`config.mk`:
```
export PLATFORM = sky130hd
export DESIGN_NAME = nta_front
export DESIGN_NICKNAME = d
export VERILOG_FILES = /design/src/rtl/nta_pkg.sv /design/src/rtl/nta_front.sv
export SDC_FILE = /design/constraint.sdc
export NUM_CORES = 1
export LEC_CHECK = 0
export BUFFER_PORTS_ARGS = -buffer_cell sky130_fd_sc_hd__buf_4
export CAP_MARGIN = 10
export CORE_MARGIN = 8
export CORE_UTILIZATION = 25
export DETAILED_ROUTE_END_ITERATION = 10
export PLACE_DENSITY = 0.93
export REMOVE_ABC_BUFFERS = 1
export SLEW_MARGIN = 20
export SYNTH_ARGS = -nofsm -noshare
export SYNTH_HDL_FRONTEND = slang
export SYNTH_SLANG_ARGS = --single-unit
```
`constraint.sdc`:
```
create_clock -name vclk -period 0.8
set_input_delay 0.04 -clock vclk [all_inputs]
set_output_delay 0.04 -clock vclk [all_outputs]
set_load 0.02 [all_outputs]
```
`src/rtl/nta_pkg.sv`:
```
package nta_pkg;

	localparam int unsigned ValW      = 32;
	localparam int unsigned KindW     = 3;
	localparam int unsigned CharW     = 8;
	localparam int unsigned DigW      = 4;
	localparam int unsigned NumDig    = 10;
	localparam int unsigned DigIdxW   = $clog2(NumDig);
	localparam int unsigned FifoDepth = 2;

	// floor(v / 10) == (v * Recip10) >> Recip10Shift for every 32-bit v
	localparam logic [ValW-1:0] Recip10      = 32'hCCCC_CCCD;
	localparam int unsigned     Recip10Shift = 35;

	localparam logic [CharW-1:0] CharSpace   = 8'h20;
	localparam logic [CharW-1:0] CharZero    = 8'h30;
	localparam logic [CharW-1:0] CharHexBase = 8'h41 - 8'd10;

	localparam logic [DigIdxW-1:0] HexDig8  = DigIdxW'(2);
	localparam logic [DigIdxW-1:0] HexDig16 = DigIdxW'(4);
	localparam logic [DigIdxW-1:0] HexDig32 = DigIdxW'(8);

	typedef enum logic [KindW-1:0] {
		KIND_HEX8  = 3'd0,
		KIND_HEX16 = 3'd1,
		KIND_HEX32 = 3'd2,
		KIND_DEC8  = 3'd3,
		KIND_DEC16 = 3'd4,
		KIND_DEC32 = 3'd5
	} kind_t;

	typedef struct packed {
		logic [KindW-1:0] kind;
		logic [ValW-1:0]  value;
	} item_t;

	typedef struct packed {
		logic [CharW-1:0] char_code;
		logic             last;
	} result_t;

	// classified work for the back end
	typedef struct packed {
		logic               dec;
		logic               pre;
		logic [DigIdxW-1:0] hex_dig;
		logic [ValW-1:0]    value;
	} desc_t;

	function automatic logic [CharW-1:0] nibble_char(input logic [DigW-1:0] n);
		logic [CharW-1:0] w;
		w = CharW'(n);
		if (n >= DigW'(10)) begin
			return w + CharHexBase;
		end
		return w + CharZero;
	endfunction

endpackage

```
`src/rtl/nta_front.sv`:
```
module nta_front (
	input  nta_pkg::item_t item,
	input  logic           item_valid,
	output logic           item_ready,
	output nta_pkg::desc_t desc,
	output logic           push,
	input  logic           push_ready
);
	import nta_pkg::*;

	logic keep;

	always_comb begin
		keep         = 1'b1;
		desc.dec     = 1'b0;
		desc.pre     = 1'b1;
		desc.hex_dig = HexDig32;
		desc.value   = item.value;
		case (kind_t'(item.kind))
			KIND_HEX8: begin
				desc.pre     = 1'b0;
				desc.hex_dig = HexDig8;
				desc.value   = ValW'(item.value[7:0]);
			end
			KIND_HEX16: begin
				desc.hex_dig = HexDig16;
				desc.value   = ValW'(item.value[15:0]);
			end
			KIND_HEX32: begin
				desc.hex_dig = HexDig32;
			end
			KIND_DEC8: begin
				desc.dec   = 1'b1;
				desc.value = ValW'(item.value[7:0]);
			end
			KIND_DEC16: begin
				desc.dec   = 1'b1;
				desc.value = ValW'(item.value[15:0]);
			end
			KIND_DEC32: begin
				desc.dec = 1'b1;
			end
			default: begin
				keep = 1'b0;
			end
		endcase
	end

	// unused kinds are taken and dropped
	assign item_ready = push_ready;
	assign push       = item_valid && push_ready && keep;

endmodule

```
After elaboration in Yosys (flattened, before gate mapping)

Cells that the tools add are included.

Flip-flop bits (word level): 0
Input bits: 37
Output and inout port bits: 40
Word-level logic and storage cells: 17

Eq/ne operators: 5
Mux-type cells: 5
Reduce and logical (&&, ||, !) cells: 7

Operators with widths:

| operator           | count |
|---|---|
| $pmux 32 s2        | 1 |
| $pmux 4 s2         | 1 |
| $eq 3x2->1 const B | 2 |
| $eq 3x3->1 const B | 2 |
| $reduce_or 6->1    | 1 |
| $reduce_or 2->1    | 2 |
| $eq 3x1->1 const B | 1 |
| $logic_not 3->1    | 1 |
| $mux 1             | 3 |
| $reduce_or 3->1    | 1 |
| $logic_and 1x1->1  | 2 |

Logic depth before layout (Yosys ltp)

Depth in word-level cells: 4
Mapped depth: 3
Gate-level depth less buffers: 2

Worst setup path after synthesis

Ideal clock, no wire load.

Kind: input to output
Start point: input item[33] (netlist name)
End point: output desc[33] (netlist name)
Data arrival time: 0.772 ns
Required time: 0.760 ns
Setup slack: -0.012 ns
Stages on the path: 2
Cell sequence: or3_2 inv_1

RTL lines:

| what               | RTL line       | text |
|---|---|---|
| start: declaration | nta_front.sv:2 | `input nta_pkg::item_t item,` |
| end: declaration   | nta_front.sv:5 | `output nta_pkg::desc_t desc,` |

==> out/results.ini <==
[place]
io_buffers = 60
post_dp_cell_area_um2 = 782.0
hpwlAfterDp_mm = 1.650
place_congestion = 0.6507
dp_cells = 117

[cells_and_area]
syn_to_final_growth_pct = 172.4
drive_gt1_share_pct = 87.85
final_nets = 146
design.seq.count = 0
n_fill_cell = 107
fin_cells = 123
design_area_um2 = 1002
diodes = 0
seqCellArea_um2 = 0
clkbuf_count = 0

[job]
drv_cap = 0

[die]
floorplan.initialDensity_pct = 25.61
ioPinCount = 77
die_x_um = 54.36
die_h_um = 54.36
fp.coreArea_um2 = 1436
rows = 14
die-area_um2 = 2955

[sta]
setup_violations = 26
hold_viol_final = 0
setup_slack_ns = -0.1083
max_freq_ghz = 1.101
maxSlewViolCount = 0
period_needed_ns = 0.9083
finalCritPeriodShare_pct = 113.5
rsz0062_at_grt = yes

[detailed_routing]
route.detailed.drc = 0
via_count = 547
ant_nets = 0
wl_mm = 2.222
initialDrtViolationCount = 0
wl_per_cell_um = 18.07
dr.pass1.iters = 1
via_per_inst = 4.447

[critical_path]
cpMostUsedCell = buf_6
crit_path_end_kind = output port
critPathKind = input port to output port
required_ns = 0.76
crit_family = buffers and inverters
crit_path_max_incr_delay_ns = 0.25
arrival_ns = 0.87
crit_chain = buf_12 > mux2i_4 > buf_6 > and2b_2 > buf_6
path_max_fanout = 7
worst_setup_path_start_kind = input port
worst-path-buf-inv = 3
cp_slowest_cell = mux2i_4

[synthesis]
synth-simple-area-share_pct = 47.28
netlist_area_um2 = 367.9
synth_xor_area_share_pct = 2.381
synth_cell_types = 17
synthAdderAreaFrac_pct = 0
seq_area_frac_synth_pct = 0
yosysWarnings = 0
synth_top_family_by_area = simple AND/OR/NAND/NOR gates
syn_inst = 48
yosys-mux-area-fraction_pct = 3.741
synth_compound_area_share_pct = 19.05
synth.avg_cell_area_um2 = 7.664

[grt]
grt_overflow = 0
antenna_found_initial = 0
grt_pass1_wl_mm = 2.773
grt_pass1_vias = 603
grt_max_degree = 10
gr-usage-all-layers_pct = 12.30

[power_and_ir_drop]
powerDensity_nw_per_um2 = 738.9
ir_worst_vdd_mv = 0.4163
p_leak_nw = 0.5311

[clock_tree]
holdBufCountCts = 0

[status]
failed_checks = setup timing
status = finished with violations

[worst_hold_path]
hp-class = input port to output port

cells in the mapped netlist:
library cell	count	area share, %
buf_4	10	20
nor2b_2	9	21
a21boi_0	8	16
and2b_2	6	14
inv_1	3	3.1
a21oi_1	1	1.4
buf_6	1	3.1
conb_1	1	1.0
mux2i_2	1	3.7
nand2_1	1	1.0
nand3b_1	1	2.0
nor2_1	1	1.0
nor2b_4	1	3.7
o21ai_0	1	1.4
or2_2	1	1.7
or3_2	1	2.0
xnor2_1	1	2.4
cell type report:
class | instances | area, um^2 | area share (%)
Inverter | 3 | 11.26 | 1.124
Timing Repair Buffer | 70 | 640.6 | 63.92
Tap cell | 16 | 20.02 | 1.998
Multi-Input combinational cell | 34 | 330.3 | 32.96
final timing paths:
check	startpoint	end	slack [ns]	cells after the start
worst max-delay path	item[32]	desc[26]	-0.11	5
worst min-delay path	item[0]	desc[0]	0.08	0
routing by layer:
| metal | track usage, % | up-vias | wire (um) |
|---|---|---|---|
| li1 | - | 260 | - |
| met1 | 10.37 | 245 | 699 |
| met2 | 25.19 | 42 | 1309 |
| met3 | 7.337 | 0 | 214 |
| met4 | 0 | 0 | 0 |
| met5 | 0 | - | 0 |
cell usage in the layout (no fill, tap or decap), types with 2 or more instances in the layout:
cell type  netlist  final
buf_12           0      2
buf_4           10     44
a21boi_1         0      7
nor2b_4          1      4
inv_2            0      2
and2b_2          6      6
nor2b_2          9      6
buf_6            1     24
cell families (layout without fill, tap and decap cells):
logic type      count (synthesis)  count (layout)
simple gates                   21              21
buf+inv                        14              73
mux                             1               1
other cells                     1               1
xor+xnor                        1               1
compound gates                 10              10
metrics by stage:
step                utilization, %  power, mW  hold slack (ns)  setup slack [ns]  TNS [ns]
floorplan                        -     0.2599          0.08000           -0.3129    -3.318
detailed placement           54.44     0.5778          0.08022           -0.2202    -3.126
CTS                          59.32     0.6244          0.08022           -0.1002   -0.8330
global route                 69.77     0.7753          0.08013           -0.1435    -2.443
global placement             54.44     0.5653          0.08022           -0.1480    -2.531
finish                       69.77     0.7406          0.08015           -0.1083    -1.677
power breakdown:
group / switching (mW) / internal, mW
combinational: 0.332 / 0.409
sequential: 0 / 0
clock: 0 / 0
total: 0.332 / 0.409
what timing repair did:
action                                  4_1_cts  5_1_grt
pin swaps                                     1        3
endpoints found under the setup margin       27       25
gates cloned                                  0        1
setup buffers                                 2        3
resized for setup                            15       34
(Power assumes the default switching activity.)
