==> config.mk <==
export PLATFORM = sky130hd
export DESIGN_NAME = nta_fifo
export DESIGN_NICKNAME = d
export VERILOG_FILES = /design/src/rtl/nta_pkg.sv /design/src/rtl/nta_fifo.sv
export SDC_FILE = /design/constraint.sdc
export NUM_CORES = 1
export LEC_CHECK = 0
export BUFFER_PORTS_ARGS = -buffer_cell sky130_fd_sc_hd__clkbuf_2
export CORE_ASPECT_RATIO = 2
export CORE_UTILIZATION = 45
export DETAILED_ROUTE_END_ITERATION = 10
export PLACE_DENSITY = 0.73
export SYNTH_ARGS = -nofsm -noshare
export SYNTH_HDL_FRONTEND = slang
export SYNTH_SLANG_ARGS = --single-unit
==> constraint.sdc <==
create_clock -name clk -period 2.6 [get_ports clk]
set_clock_uncertainty 0.1 [all_clocks]
set_input_delay 0.52 -clock clk [delete_from_list [all_inputs] [get_ports clk]]
set_output_delay 0.52 -clock clk [all_outputs]
set_load 0.02 [all_outputs]
==> src/rtl/nta_pkg.sv <==
package nta_pkg;

	localparam int unsigned ValW      = 32;
	localparam int unsigned KindW     = 3;
	localparam int unsigned CharW     = 8;
	localparam int unsigned DigW      = 4;
	localparam int unsigned NumDig    = 10;
	localparam int unsigned DigIdxW   = $clog2(NumDig);
	localparam int unsigned FifoDepth = 2;

	// floor(v / 10) == (v * Recip10) >> Recip10Shift for every 32-bit v
	localparam logic [ValW-1:0] Recip10      = 32'hCCCC_CCCD;
	localparam int unsigned     Recip10Shift = 35;

	localparam logic [CharW-1:0] CharSpace   = 8'h20;
	localparam logic [CharW-1:0] CharZero    = 8'h30;
	localparam logic [CharW-1:0] CharHexBase = 8'h41 - 8'd10;

	localparam logic [DigIdxW-1:0] HexDig8  = DigIdxW'(2);
	localparam logic [DigIdxW-1:0] HexDig16 = DigIdxW'(4);
	localparam logic [DigIdxW-1:0] HexDig32 = DigIdxW'(8);

	typedef enum logic [KindW-1:0] {
		KIND_HEX8  = 3'd0,
		KIND_HEX16 = 3'd1,
		KIND_HEX32 = 3'd2,
		KIND_DEC8  = 3'd3,
		KIND_DEC16 = 3'd4,
		KIND_DEC32 = 3'd5
	} kind_t;

	typedef struct packed {
		logic [KindW-1:0] kind;
		logic [ValW-1:0]  value;
	} item_t;

	typedef struct packed {
		logic [CharW-1:0] char_code;
		logic             last;
	} result_t;

	// classified work for the back end
	typedef struct packed {
		logic               dec;
		logic               pre;
		logic [DigIdxW-1:0] hex_dig;
		logic [ValW-1:0]    value;
	} desc_t;

	function automatic logic [CharW-1:0] nibble_char(input logic [DigW-1:0] n);
		logic [CharW-1:0] w;
		w = CharW'(n);
		if (n >= DigW'(10)) begin
			return w + CharHexBase;
		end
		return w + CharZero;
	endfunction

endpackage

==> src/rtl/nta_fifo.sv <==
module nta_fifo #(
	parameter int unsigned DEPTH = nta_pkg::FifoDepth
) (
	input  logic           clk,
	input  logic           arst_n,
	input  logic           push,
	input  nta_pkg::desc_t push_data,
	output logic           push_ready,
	output logic           pop_valid,
	output nta_pkg::desc_t pop_data,
	input  logic           pop
);
	import nta_pkg::*;

	localparam int unsigned PtrW = (DEPTH > 1) ? $clog2(DEPTH) : 1;
	localparam int unsigned CntW = $clog2(DEPTH + 1);

	desc_t           mem_q [DEPTH];
	logic [PtrW-1:0] wr_ptr_q;
	logic [PtrW-1:0] rd_ptr_q;
	logic [CntW-1:0] cnt_q;

	function automatic logic [PtrW-1:0] next_ptr(input logic [PtrW-1:0] p);
		if (p == PtrW'(DEPTH - 1)) begin
			return '0;
		end
		return p + PtrW'(1);
	endfunction

	assign push_ready = cnt_q != CntW'(DEPTH);
	assign pop_valid  = cnt_q != '0;
	assign pop_data   = mem_q[rd_ptr_q];

	always_ff @(posedge clk or negedge arst_n) begin
		if (!arst_n) begin
			wr_ptr_q <= '0;
			rd_ptr_q <= '0;
			cnt_q    <= '0;
		end else begin
			if (push) begin
				wr_ptr_q <= next_ptr(wr_ptr_q);
			end
			if (pop) begin
				rd_ptr_q <= next_ptr(rd_ptr_q);
			end
			if (push && !pop) begin
				cnt_q <= cnt_q + CntW'(1);
			end else if (pop && !push) begin
				cnt_q <= cnt_q - CntW'(1);
			end
		end
	end

	always_ff @(posedge clk) begin
		if (push) begin
			mem_q[wr_ptr_q] <= push_data;
		end
	end

endmodule

# == Word level (Yosys, flattened, before mapping) ==
# Memories as Yosys holds them, arrays and structs flattened.
# Index checks and enable logic that the tools add are counted.
# totals
n_memories,1
ram_bits,76
word_cells,27
inputBits,42
output_inout_bits,40
ff_bits,4
# classes
eq_ne,1
add_sub_neg,4
reduce_logical,6
mux,12
# mem_list
name,words,word_bits,read_ports,rd_ports_with_merged_regs,wr,line_no,rtl
mem_q,2,38,1,0,1,nta_fifo.sv:18,desc_t mem_q [DEPTH];
# op_table
cell,count
2-to-1 mux 1 bit,10
2-to-1 mux 2 bit,2
nonzero test 2 bit,2
"adder 1 bit, second input constant",2
"adder 2 x 1 -> 2 bit, second input constant",1
logical AND 1 bit,2
logical NOT 1 bit,2
"!= test 2 bit, second input constant",1
"subtractor 2 x 1 -> 2 bit, second input constant",1

# == Depth between registers and ports, before layout ==
# depth
ltp_word,4
depth_mapped,5
mapped_depth_nobuf,5

# == Worst setup path after synthesis ==
# Ideal clock, no wire load.
# synth_path
path_kind,input to register
startpoint,input port push
endpoint,memory mem_q[0][0] (netlist name) (enable)
arrival_ns,2.224
slack_ns,-0.162
required_ns,2.062
path_stages,1
path_buffers,0
path_cell_list,nor2b_1
# synth_between
elab_chain_cells,2
# synth_rtl
item,line_no,rtl
"start, declared",nta_fifo.sv:6,"input logic push,"
2-to-1 mux 1 bit,nta_fifo.sv:55,if (push) begin
2-to-1 mux 1 bit (not written as such),nta_fifo.sv:56,mem_q[wr_ptr_q] <= push_data;
"end, declared",nta_fifo.sv:18,
# No other way between the ends.

==> results_dict.tcl <==
set metrics [dict create \
    outcome "complete, no violations" \
    cellInternalPower_mw 2.92 \
    cts.sinks 80 \
    final_core_util_pct 59.2 \
    fillerInstances 533 \
    htree_levels 3 \
    number_of_antenna_violations_at_the_first_check_in_global_routing 0 \
    total_switching_power_mw 1.29 \
    yosys.area.top_type "edfxtp_1" \
    yosysSeqAreaShare_pct 80.0 \
    top_layer_used "met4" \
    r2r.worst_path.cells 2 \
    via_count 1480 \
    synth_top_area_share_pct 76.6 \
    setup_tns_ns 0 \
    final-max-slew-violation-count 0 \
    crit_fanout 22 \
    postSynthRegisterBits 80 \
    rsz0062_at_grt "no" \
    cts_made_buffers 9 \
    core_footprint_sq_um 6360 \
    max-cap-violations 0 \
    routed-wl-met3_um 210 \
    postPlaceCellArea_sq_um 3500 \
    vdd_drop_max_uv 791 \
    relSlewSlack_pct 65.6 \
    post_route_cells_drive_above_1_share_pct 59.5 \
    grt.overflow.total 0 \
    timing.critical_path.arrival_ns 1.55 \
    count_of_unique_library_cells_instantiated_by_yosys 16 \
    die_height_um 117 \
    static_leakage_nw 1.49 \
    finalWirelength_um 4740 \
    setup_viol_count_final 0 \
    ctsRootBufferMaster "clkbuf_16" \
    clk-insertion-delay-late_ns 0.32 \
    via_per_inst 4.65 \
    power_per_cell_area_nw_per_um2 1120 \
    clock_transition_at_the_register_clock_pins_on_the_worst_setup_and_hold_paths_after_cts_ns 0.05 \
    finish.instance_area_sq_um 3770 \
    boundaryPins 82 \
    routabilityCongestion 0.696 \
    achievable-frequency_ghz 0.462 \
    critical_path_class "register to output pin" \
    warnings_from_yosys 0 \
    ant_nets 0 \
    num_antenna_cells 0 \
    critPathRequiredTime_ns 1.98 \
    post_synth.cell_area_avg_sq_um 22.2 \
    number_of_instances_in_the_synthesized_netlist 134 \
    reg2reg_launch_point "wr_ptr_q" \
    combPwrFrac_pct 32.6 \
    r2r_end "mem_q[1][37]" \
    final_period_minus_worst_setup_slack_ns 2.17 \
    first_global_vias 1467 \
    timing.critical_path.from_type "register" \
    final.hold.worst_slack_ns 0.288 \
    drcViolationCount 0 \
    p_seq_share_pct 42.6 \
    final_cell_mix "81 x clkbuf_2, 76 x edfxtp_1, 28 x mux2_2" \
    std_cell_rows 41 \
    cts_tree "yes" \
    die_area_sq_um 6970 \
    buffer_ports.inserted 81 \
    synth_area_sq_um 2980 \
    worst_hold_startpoint "push_data[16]" \
    worst_hold_path_type "input port to register" \
    drt_iter0_drc 48 \
    tightest_slew_ns 0.516 \
    p_clk_share_pct 24.8 \
    synth.net_count 177 \
    crit_start "rd_ptr_q" \
    end_kind "output pin" \
    grt_use_total_pct 15.0 \
    grt_start_max_net_pins 39 \
    route.layer.met1.wl_um 1780 \
    hold_end "mem_q[1][16]" \
    finalHoldViolCount 0 \
    final_hpwl_from_detailed_placement_um 3240 \
    drt-wirelength-per-cell_um 14.9 \
    synth.top_cells.by_area "edfxtp_1 77%, mux2_2 11%, mux2_4 5.0%" \
    reg2reg_slack_ns 1.04 \
    grt_pass1_wl_um 7160 \
    drt_pass1_iterations 4 \
    hold-path-cell-count 1 \
    final_min_period_over_clock_period_pct 83.3 \
    floorplan.initialDensity_pct 46.8 \
    clock_path_buffers 2 \
    switching_share_pct 30.6 \
    met2_length_um 2610 \
    area_growth_syn_to_layout_pct 26.5 \
    post_cts_resized 0 \
    nNetsFinal 270 \
    die_x_um 59.5 \
    layout_commonest_cell "clkbuf_2" \
]
[cell families (layout without fill, tap and decap cells)]
family | after synthesis | in the layout | share of synthesized area [%]
flip-flops | 80 | 80 | 80.0
multiplexers | 38 | 38 | 15.6
XOR/XNOR | 5 | 5 | 1.47
AND/OR/NAND/NOR | 5 | 5 | 0.967
buffers and inverters | 5 | 103 | 1.51
adder cells (fa/ha/maj) | 1 | 1 | 0.420
[Yosys cell counts]
| library cell | n |
|---|---|
| or2_2 | 1 |
| buf_8 | 1 |
| edfxtp_1 | 76 |
| xnor2_1 | 1 |
| nor2b_1 | 1 |
| xor2_1 | 4 |
| buf_6 | 1 |
| inv_1 | 1 |
| dfrtp_1 | 4 |
| nor2_1 | 1 |
| mux2_2 | 28 |
| buf_4 | 2 |
| mux2_4 | 10 |
| and2_1 | 1 |
| ha_1 | 1 |
| nand2b_1 | 1 |
[sequential cells by signal, indices dropped and copies added, names as in the netlist]
name / flops
mem_q: 76
rd_ptr_q: 1
cnt_q: 2
wr_ptr_q: 1
[per-layer routing]
metal	vias to the layer above	track usage [%]
met5	-	0
met4	0	9.46
met3	10	4.07
met2	49	25.4
met1	709	16.3
li1	712	-
[per-stage QoR]
step	power, mW	setup WS, ns	std cells
2_1_floorplan	2.82	0.545	134
3_3_place_gp	3.20	0.766	301
3_5_place_dp	3.23	0.765	301
4_1_cts	4.28	0.409	318
5_1_grt	4.43	0.356	318
6_report	4.21	0.434	318
[final cells by class]
type / count / area (sq um) / share of cell area (%)
Inverter: 1 / 3.75 / 0.0997
Clock inverter: 7 / 28.8 / 0.764
Tap cell: 86 / 108 / 2.86
Timing Repair Buffer: 86 / 458 / 12.2
Multi-Input combinational cell: 49 / 559 / 14.9
Clock buffer: 9 / 225 / 5.98
Sequential cell: 80 / 2380 / 63.3
[worst max path at each step]
stage          cells past startpoint      endpoint  slack, ns
6_report                           3  pop_data[32]       0.43
5_1_grt                            3  pop_data[36]       0.36
4_1_cts                            3  pop_data[36]       0.41
3_5_place_dp                       3  pop_data[32]       0.76
3_3_place_gp                       3  pop_data[36]       0.77
2_1_floorplan                      1   mem_q[0][0]       0.55
[critical path, cell delays in order, from the launching register on]
cell      delay [ns]
dfrtp_2         0.35
buf_4           0.31
mux2_2          0.40
clkbuf_2        0.16
[power groups by stage]
stage          registers (mW)  logic (mW)  clock network (mW)
2_1_floorplan            1.80        1.02                   0
3_3_place_gp             1.81        1.39                   0
3_5_place_dp             1.82        1.40                   0
4_1_cts                  1.80        1.40                1.08
5_1_grt                  1.82        1.48                1.13
6_report                 1.79        1.37                1.04
[repair_timing]
| action | CTS | global route |
|---|---|---|
| hold endpoints to repair | 4 | 0 |
| hold buffers | 1 | 0 |
| buffers inserted | 0 | 0 |
No activity file was read; power rests on OpenSTA's default activity.
